--- config.mk ---
export PLATFORM = sky130hd
export DESIGN_NAME = servo_serial_frame_encoder_top
export DESIGN_NICKNAME = d
export VERILOG_FILES = /design/src/rtl/core/sfe_pkg.sv /design/src/rtl/core/sfe_useq.sv /design/src/rtl/core/servo_serial_frame_encoder_top.sv
export SDC_FILE = /design/constraint.sdc
export NUM_CORES = 1
export LEC_CHECK = 0
export ABC_AREA = 0
export CELL_PAD_IN_SITES_DETAIL_PLACEMENT = 1
export CELL_PAD_IN_SITES_GLOBAL_PLACEMENT = 1
export CORE_MARGIN = 2
export CORE_UTILIZATION = 41
export CTS_CLUSTER_SIZE = 12
export DETAILED_ROUTE_END_ITERATION = 6
export DONT_BUFFER_PORTS = 1
export PLACE_DENSITY_LB_ADDON = 0.15
export SETUP_SLACK_MARGIN = 0.5
export SYNTH_ARGS = -nofsm -noshare
export SYNTH_HDL_FRONTEND = slang
export SYNTH_SLANG_ARGS = --single-unit
export TNS_END_PERCENT = 50
--- constraint.sdc ---
create_clock -name clk -period 4.1 [get_ports clk]
set_input_delay 0.615 -clock clk [delete_from_list [all_inputs] [get_ports clk]]
set_output_delay 0.615 -clock clk [all_outputs]
set_load 0.02 [all_outputs]
--- src/rtl/core/sfe_pkg.sv ---
`timescale 1ns / 1ps

package sfe_pkg;

  // Frame control characters and register reset
  localparam logic [7:0] CH_SOH        = 8'h01;
  localparam logic [7:0] CH_STX        = 8'h02;
  localparam logic [7:0] CH_ETX        = 8'h03;
  localparam logic [7:0] STATION_RESET = 8'h30;
  localparam logic [7:0] ASCII_ZERO    = 8'h30;
  localparam logic [7:0] ASCII_SEVEN   = 8'h37;

  // Microprogram geometry
  localparam int unsigned STEP_W = 4;

  // Byte source for one step
  typedef enum logic [3:0] {
    SRC_SOH,
    SRC_STATION,
    SRC_CMD_HI,
    SRC_CMD_LO,
    SRC_STX,
    SRC_DNO_HI,
    SRC_DNO_LO,
    SRC_DATA,
    SRC_ETX,
    SRC_SUM_HI,
    SRC_SUM_LO
  } src_t;

  // Sequencing after a step
  typedef enum logic [1:0] {
    JMP_NEXT,
    JMP_SKIP_DATA,
    JMP_LOOP_DATA,
    JMP_END
  } jump_t;

  typedef struct packed {
    src_t              src;
    logic              add_sum;
    logic              last;
    jump_t             jump;
    logic [STEP_W-1:0] target;
  } ctrl_t;

  // Datapath status seen by the sequencer
  typedef struct packed {
    logic digits_zero;
    logic digits_last;
  } status_t;

  // Step addresses
  localparam logic [STEP_W-1:0] STEP_SOH     = 4'd0;
  localparam logic [STEP_W-1:0] STEP_STATION = 4'd1;
  localparam logic [STEP_W-1:0] STEP_CMD_HI  = 4'd2;
  localparam logic [STEP_W-1:0] STEP_CMD_LO  = 4'd3;
  localparam logic [STEP_W-1:0] STEP_STX     = 4'd4;
  localparam logic [STEP_W-1:0] STEP_DNO_HI  = 4'd5;
  localparam logic [STEP_W-1:0] STEP_DNO_LO  = 4'd6;
  localparam logic [STEP_W-1:0] STEP_DATA    = 4'd7;
  localparam logic [STEP_W-1:0] STEP_ETX     = 4'd8;
  localparam logic [STEP_W-1:0] STEP_SUM_HI  = 4'd9;
  localparam logic [STEP_W-1:0] STEP_SUM_LO  = 4'd10;

  // Frame microprogram
  function automatic ctrl_t ucode_rom(input logic [STEP_W-1:0] step);
    ctrl_t w;
    w = '{src: SRC_SUM_LO, add_sum: 1'b0, last: 1'b1, jump: JMP_END, target: STEP_SOH};
    case (step)
      STEP_SOH:     w = '{SRC_SOH,     1'b0, 1'b0, JMP_NEXT,      STEP_SOH};
      STEP_STATION: w = '{SRC_STATION, 1'b1, 1'b0, JMP_NEXT,      STEP_SOH};
      STEP_CMD_HI:  w = '{SRC_CMD_HI,  1'b1, 1'b0, JMP_NEXT,      STEP_SOH};
      STEP_CMD_LO:  w = '{SRC_CMD_LO,  1'b1, 1'b0, JMP_NEXT,      STEP_SOH};
      STEP_STX:     w = '{SRC_STX,     1'b1, 1'b0, JMP_NEXT,      STEP_SOH};
      STEP_DNO_HI:  w = '{SRC_DNO_HI,  1'b1, 1'b0, JMP_NEXT,      STEP_SOH};
      STEP_DNO_LO:  w = '{SRC_DNO_LO,  1'b1, 1'b0, JMP_SKIP_DATA, STEP_ETX};
      STEP_DATA:    w = '{SRC_DATA,    1'b1, 1'b0, JMP_LOOP_DATA, STEP_DATA};
      STEP_ETX:     w = '{SRC_ETX,     1'b1, 1'b0, JMP_NEXT,      STEP_SOH};
      STEP_SUM_HI:  w = '{SRC_SUM_HI,  1'b0, 1'b0, JMP_NEXT,      STEP_SOH};
      STEP_SUM_LO:  w = '{SRC_SUM_LO,  1'b0, 1'b1, JMP_END,       STEP_SOH};
      default:      w = '{SRC_SUM_LO,  1'b0, 1'b1, JMP_END,       STEP_SOH};
    endcase
    return w;
  endfunction

  // Uppercase ASCII hex digit of a nibble
  function automatic logic [7:0] hex_char(input logic [3:0] n);
    logic [7:0] c;
    if (n < 4'd10) begin
      c = ASCII_ZERO + {4'd0, n};
    end else begin
      c = ASCII_SEVEN + {4'd0, n};
    end
    return c;
  endfunction

endpackage

--- src/rtl/core/sfe_useq.sv ---
`timescale 1ns / 1ps

module sfe_useq (
  input  logic             clk,
  input  logic             rst,
  input  logic             go,
  input  sfe_pkg::status_t status,
  output sfe_pkg::ctrl_t   ctrl,
  output logic             busy
);

  logic [sfe_pkg::STEP_W-1:0] step;
  logic [sfe_pkg::STEP_W-1:0] step_next;
  logic                       busy_next;

  // Fetch the control word for the current step
  assign ctrl = sfe_pkg::ucode_rom(step);

  // Pick the next step from the jump field
  always_comb begin
    step_next = step;
    busy_next = busy;
    if (go) begin
      step_next = sfe_pkg::STEP_SOH;
      busy_next = 1'b1;
    end else if (busy) begin
      case (ctrl.jump)
        sfe_pkg::JMP_NEXT: begin
          step_next = step + 1'b1;
        end
        sfe_pkg::JMP_SKIP_DATA: begin
          step_next = status.digits_zero ? ctrl.target : step + 1'b1;
        end
        sfe_pkg::JMP_LOOP_DATA: begin
          step_next = status.digits_last ? step + 1'b1 : ctrl.target;
        end
        sfe_pkg::JMP_END: begin
          step_next = sfe_pkg::STEP_SOH;
          busy_next = 1'b0;
        end
        default: begin
          step_next = sfe_pkg::STEP_SOH;
          busy_next = 1'b0;
        end
      endcase
    end
  end

  // Hold step counter and busy flag
  always_ff @(posedge clk) begin
    if (rst) begin
      step <= sfe_pkg::STEP_SOH;
      busy <= 1'b0;
    end else begin
      step <= step_next;
      busy <= busy_next;
    end
  end

endmodule

--- src/rtl/core/servo_serial_frame_encoder_top.sv ---
`timescale 1ns / 1ps

// Channel   Handshake                     Payload
// -------   ---------                     -------
// request   start, busy (accept: start&!busy) command_code, data_number, has_data,
//                                          data_digits, data_value
// frame     frame_strobe (one per byte)   frame_byte, last_byte
// config    station_write                 station
//
// A frame holds 10 + D bytes, D being the data digit count after clamping
// (0 without data): the microcode sequencer emits one frame byte per step.
// Bytes leave through an output register in the cycle after their step, so busy
// drops while the final checksum byte is still on the ports.
// Synchronous reset clears the sequencer and sets the station to '0'.
// The receiver cannot stall; every strobed byte is taken.

module servo_serial_frame_encoder_top #(
  parameter int unsigned MAX_DATA_DIGITS = 8
) (
  input  logic               clk,
  input  logic               rst,
  input  logic               station_write,
  input  logic [7:0]         station,
  input  logic               start,
  output logic               busy,
  input  logic [7:0]         command_code,
  input  logic [7:0]         data_number,
  input  logic               has_data,
  input  logic [3:0]         data_digits,
  input  logic signed [31:0] data_value,
  output logic               frame_strobe,
  output logic [7:0]         frame_byte,
  output logic               last_byte
);

  localparam int unsigned DW    = 4 * MAX_DATA_DIGITS;
  localparam int unsigned CW    = $clog2(MAX_DATA_DIGITS + 1);
  localparam int unsigned IDX_W = (MAX_DATA_DIGITS > 1) ? $clog2(MAX_DATA_DIGITS) : 1;
  localparam logic [4:0]  MAX_D = 5'(MAX_DATA_DIGITS);

  logic [7:0]       station_reg;
  logic [7:0]       cmd;
  logic [7:0]       dno;
  logic [DW-1:0]    data;
  logic [CW-1:0]    dcount;
  logic [7:0]       sum;
  logic             go;
  logic [4:0]       digits_clamped;
  logic [IDX_W-1:0] nib_idx;
  logic [3:0]       data_nib;
  logic [7:0]       byte_sel;
  sfe_pkg::ctrl_t   ctrl;
  sfe_pkg::status_t status;

  assign go = start & ~busy;

  // Clamp the digit count; no data field sends none
  always_comb begin
    digits_clamped = 5'd0;
    if (has_data) begin
      digits_clamped = ({1'b0, data_digits} > MAX_D) ? MAX_D : {1'b0, data_digits};
    end
  end

  assign status.digits_zero = (dcount == '0);
  assign status.digits_last = (dcount == CW'(1));

  sfe_useq u_useq (
    .clk    (clk),
    .rst    (rst),
    .go     (go),
    .status (status),
    .ctrl   (ctrl),
    .busy   (busy)
  );

  // Select the pending data digit
  assign nib_idx  = IDX_W'(dcount - 1'b1);
  assign data_nib = data[4 * nib_idx +: 4];

  // Route the byte named by the control word
  always_comb begin
    case (ctrl.src)
      sfe_pkg::SRC_SOH:     byte_sel = sfe_pkg::CH_SOH;
      sfe_pkg::SRC_STATION: byte_sel = station_reg;
      sfe_pkg::SRC_CMD_HI:  byte_sel = sfe_pkg::hex_char(cmd[7:4]);
      sfe_pkg::SRC_CMD_LO:  byte_sel = sfe_pkg::hex_char(cmd[3:0]);
      sfe_pkg::SRC_STX:     byte_sel = sfe_pkg::CH_STX;
      sfe_pkg::SRC_DNO_HI:  byte_sel = sfe_pkg::hex_char(dno[7:4]);
      sfe_pkg::SRC_DNO_LO:  byte_sel = sfe_pkg::hex_char(dno[3:0]);
      sfe_pkg::SRC_DATA:    byte_sel = sfe_pkg::hex_char(data_nib);
      sfe_pkg::SRC_ETX:     byte_sel = sfe_pkg::CH_ETX;
      sfe_pkg::SRC_SUM_HI:  byte_sel = sfe_pkg::hex_char(sum[7:4]);
      sfe_pkg::SRC_SUM_LO:  byte_sel = sfe_pkg::hex_char(sum[3:0]);
      default:              byte_sel = sfe_pkg::CH_ETX;
    endcase
  end

  // Hold the station register
  always_ff @(posedge clk) begin
    if (rst) begin
      station_reg <= sfe_pkg::STATION_RESET;
    end else if (station_write) begin
      station_reg <= station;
    end
  end

  // Capture the request fields
  always_ff @(posedge clk) begin
    if (go) begin
      cmd  <= command_code;
      dno  <= data_number;
      data <= DW'(data_value);
    end
  end

  // Load and drop the digit count, accumulate the checksum
  always_ff @(posedge clk) begin
    if (rst) begin
      dcount <= '0;
      sum    <= 8'd0;
    end else if (go) begin
      dcount <= CW'(digits_clamped);
      sum    <= 8'd0;
    end else if (busy) begin
      if (ctrl.src == sfe_pkg::SRC_DATA) begin
        dcount <= dcount - 1'b1;
      end
      if (ctrl.add_sum) begin
        sum <= sum + byte_sel;
      end
    end
  end

  // Register the outgoing byte
  always_ff @(posedge clk) begin
    if (rst) begin
      frame_strobe <= 1'b0;
    end else begin
      frame_strobe <= busy;
    end
  end

  always_ff @(posedge clk) begin
    if (busy) begin
      frame_byte <= byte_sel;
      last_byte  <= ctrl.last;
    end
  end

endmodule

==> metrics.txt <==
DR vias 3404; sequential share of the synthesized area 51.06%; synthesis-to-finish area growth 13.16%; final setup margin 692.4 ps; Syn Area/Cell 10.78 um^2; Post-synth EDFFs 57; largest net degree at the start of global routing 50; die width 111.8 um; final setup fails 0; Synth Register Bits 93; Worst-path clk slew 80 ps; initial drt markers 144; clock buffer depth 2; DP HPWL 8.886 mm; worst endpoint data arrival time 3700 ps; Comb pwr share 9.6%; status finished clean; Area contributors post-synth edfxtp_1 36%, dfxtp_1 15%, ha_1 4.5%; R2R Path Start dcount[1]$_SDFFE_PP0P_; sw frac 26.18%; max incr delay on CP 470 ps; Setup TNS Final 0 ps; First-pass DRT Iterations 5; WL final 12.02 mm; max reg flops 32; initial core utilization 41.90%; core area 0.01137 mm^2; Pleak 1.876 nW; CTS buffer count 9; r2r worst-path depth 15; critical path peak fanout 6; Worst Hold Path Cells 1; final hold violation count 0; Primary FF master, synth edfxtp_1; min Tclk post-route 3408 ps; global route overflow 0; post-synthesis net count 525; DRC viols 0; area leader, netlist edfxtp_1; Distinct cells, synth 68; post-layout util 47.41%; final period utilization 83.11%; proportion of layout cells with a drive suffix above 1 15.72%; Ports 76; num rows 39; data required time of the worst path 4400 ps; worst slew pin tran 619.8 ps; CP max stage cell or4_1; synth warn 0; clock share of power 39.4%; Syn Std Cell Area 0.004763 mm^2; Fmax 293.5 MHz; Startpoint Class register; crit end category register; All-Layer GR Usage 20.10%; FF-to-FF End sum[6]$_SDFFE_PP0P_; cell-internal power 1.564 mW; clock insertion delay at the later pin of the skew report 360 ps; DP Area 0.004920 mm^2; fin. max-slew vios 0; Post-Synthesis Cells 442; die height 111.8 um; final instance area 0.005390 mm^2; die area 0.01250 mm^2; Filler cells 1232; htree depth 3; Largest Register data; # nets final 536; CP Class reg2reg; fraction of registers with async set or reset after synthesis 0%; Pwr per Cell Area 393.2 mW/mm^2; remaining antenna violation count 0; commonest cells in the netlist 57 x edfxtp_1, 41 x nor2_1, 36 x dfxtp_1; crit path from dcount[1]$_SDFFE_PP0P_; Max VDD drop 0.2820 mV; post-place setup slack 255.0 ps; initial antenna violation count 0; GPL Wtd Cong 0.8992; register-to-register setup slack 690 ps; crit path to sum[6]$_SDFFE_PP0P_; CTS tree yes; P_sw 554.9 uW; number of global-route vias before repair 3603; Hold WS 323.7 ps; first-pass GRT wire length 19.23 mm; RSZ-0062 raised after global routing yes; # diodes 0; Min-Delay Path Class in2reg; clock root cell clkbuf_16; most numerous cell in the Yosys netlist edfxtp_1; register share of total power 51.0%; max-cap violation count 0; Clock Sinks 93; vias per inst 5.664; # port buffers 0; Rel. slew slack 58.68%; final setup skew 8.268 ps; ordered cell list for the critical path inv_2 -> ha_4 -> xor2_4 -> mux2i_4 -> buf_4 -> and4b_1 -> o21ai_1 -> nand2_2 -> ha_4 -> nor2b_1 -> o21ai_1 -> a21boi_1 -> o21a_1 -> or4_1 -> nand3_1; area fraction of the dominant cell type after synthesis 35.93%; wire length per cell 20.00 um
## layer usage
metal | GRT usage, % | up-vias | wire [um]
met3 | 6.696 | 12 | 644
met5 | 0 | - | 0
met2 | 33.74 | 69 | 5936
met1 | 24.69 | 1648 | 5236
li1 | - | 1675 | -
met4 | 6.008 | 0 | 203
## per-stage QoR
step                      total power, mW  std cells
after global routing                2.212        601
after floorplan                     1.232        442
after detailed placement            1.279        576
after CTS                           2.127        592
final                               2.119        601
after global placement              1.273        576
## worst max-delay path, delay by kind of cell (launching register included)
kind                       cells  cell delay (ps)
DFF                            1              340
muxes                          1              370
xor gates and xnor gates       1              350
adders and majority gates      2              430
AOI/OAI and AO/OA              4              630
and+or+nand+nor                5             1000
buffers and inverters          2              240
## cell type report
| class | count | area, um^2 | share of cell area (%) |
|---|---|---|---|
| tap | 143 | 178.9 | 3.319 |
| clock inverter | 7 | 77.57 | 1.439 |
| sequential | 93 | 2435 | 45.17 |
| inverter | 27 | 101.3 | 1.880 |
| timing repair buffer | 16 | 123.9 | 2.298 |
| clock buffer | 9 | 225.2 | 4.178 |
| multi-input combinational | 306 | 2248 | 41.71 |
## timing repair
item,CTS,global route
endpoints found under the setup margin,4,4
hold buffers,0,0
gates resized for setup,8,18
buffers inserted,0,9
pin swaps,0,9
## worst min path at each step
stage,startpoint,slack [ps],endpoint
3_3_place_gp,u_useq.ctrl[6]$_SDFF_PN0_,390,last_byte$_DFFE_PP_
4_1_cts,rst,310,dcount[3]$_SDFFE_PP0P_
2_1_floorplan,u_useq.ctrl[6]$_SDFF_PN0_,390,last_byte$_DFFE_PP_
5_1_grt,rst,310,station_reg[7]$_SDFFE_PP0P_
6_report,rst,320,dcount[3]$_SDFFE_PP0P_
3_5_place_dp,u_useq.ctrl[6]$_SDFF_PN0_,400,last_byte$_DFFE_PP_
## placed cells by master, fill, tap and decap left out, types with 3 or more instances in the layout
cell type and n:
a211oi_1 5, a21o_1 4, a21oi_1 31, a221oi_1 3, and2_1 6, buf_4 15, clkbuf_16 9, dfxtp_1 34
edfxtp_1 57, ha_1 13, inv_1 23, inv_2 4, inv_6 3, mux2i_1 6, mux2i_4 3, mux4_2 8
nand2_1 28, nand2b_1 8, nand3_1 11, nand3b_1 4, nand4_1 3, nor2_1 41, nor2b_1 4, nor3_1 11
nor3b_1 3, nor4b_1 5, o211ai_1 4, o21ai_0 25, o21ai_1 4, o22ai_1 3, or2_2 3, or3_1 4
xnor2_1 9, xor2_1 3
## power by group through the flow
stage / Combinational (mW) / Sequential (mW) / Clock [mW]
2_1_floorplan: 0.140 / 1.09 / 0
3_3_place_gp: 0.172 / 1.10 / 0
3_5_place_dp: 0.178 / 1.10 / 0
4_1_cts: 0.187 / 1.08 / 0.860
5_1_grt: 0.226 / 1.09 / 0.900
6_report: 0.203 / 1.08 / 0.836
## logic make-up (layout without fill, tap and decap cells)
kind of cell | count (synthesis) | in the layout | synth area share [%]
buffers and inverters | 43 | 59 | 4.019
XOR/XNOR | 13 | 13 | 2.390
AND/OR/NAND/NOR | 142 | 142 | 15.26
adder cells (fa/ha/maj) | 18 | 18 | 4.886
multiplexers | 20 | 20 | 6.357
flip-flops | 93 | 93 | 51.06
AO/OA/AOI/OAI | 113 | 113 | 16.02
Note: power is estimated with default switching activity, not from simulation.
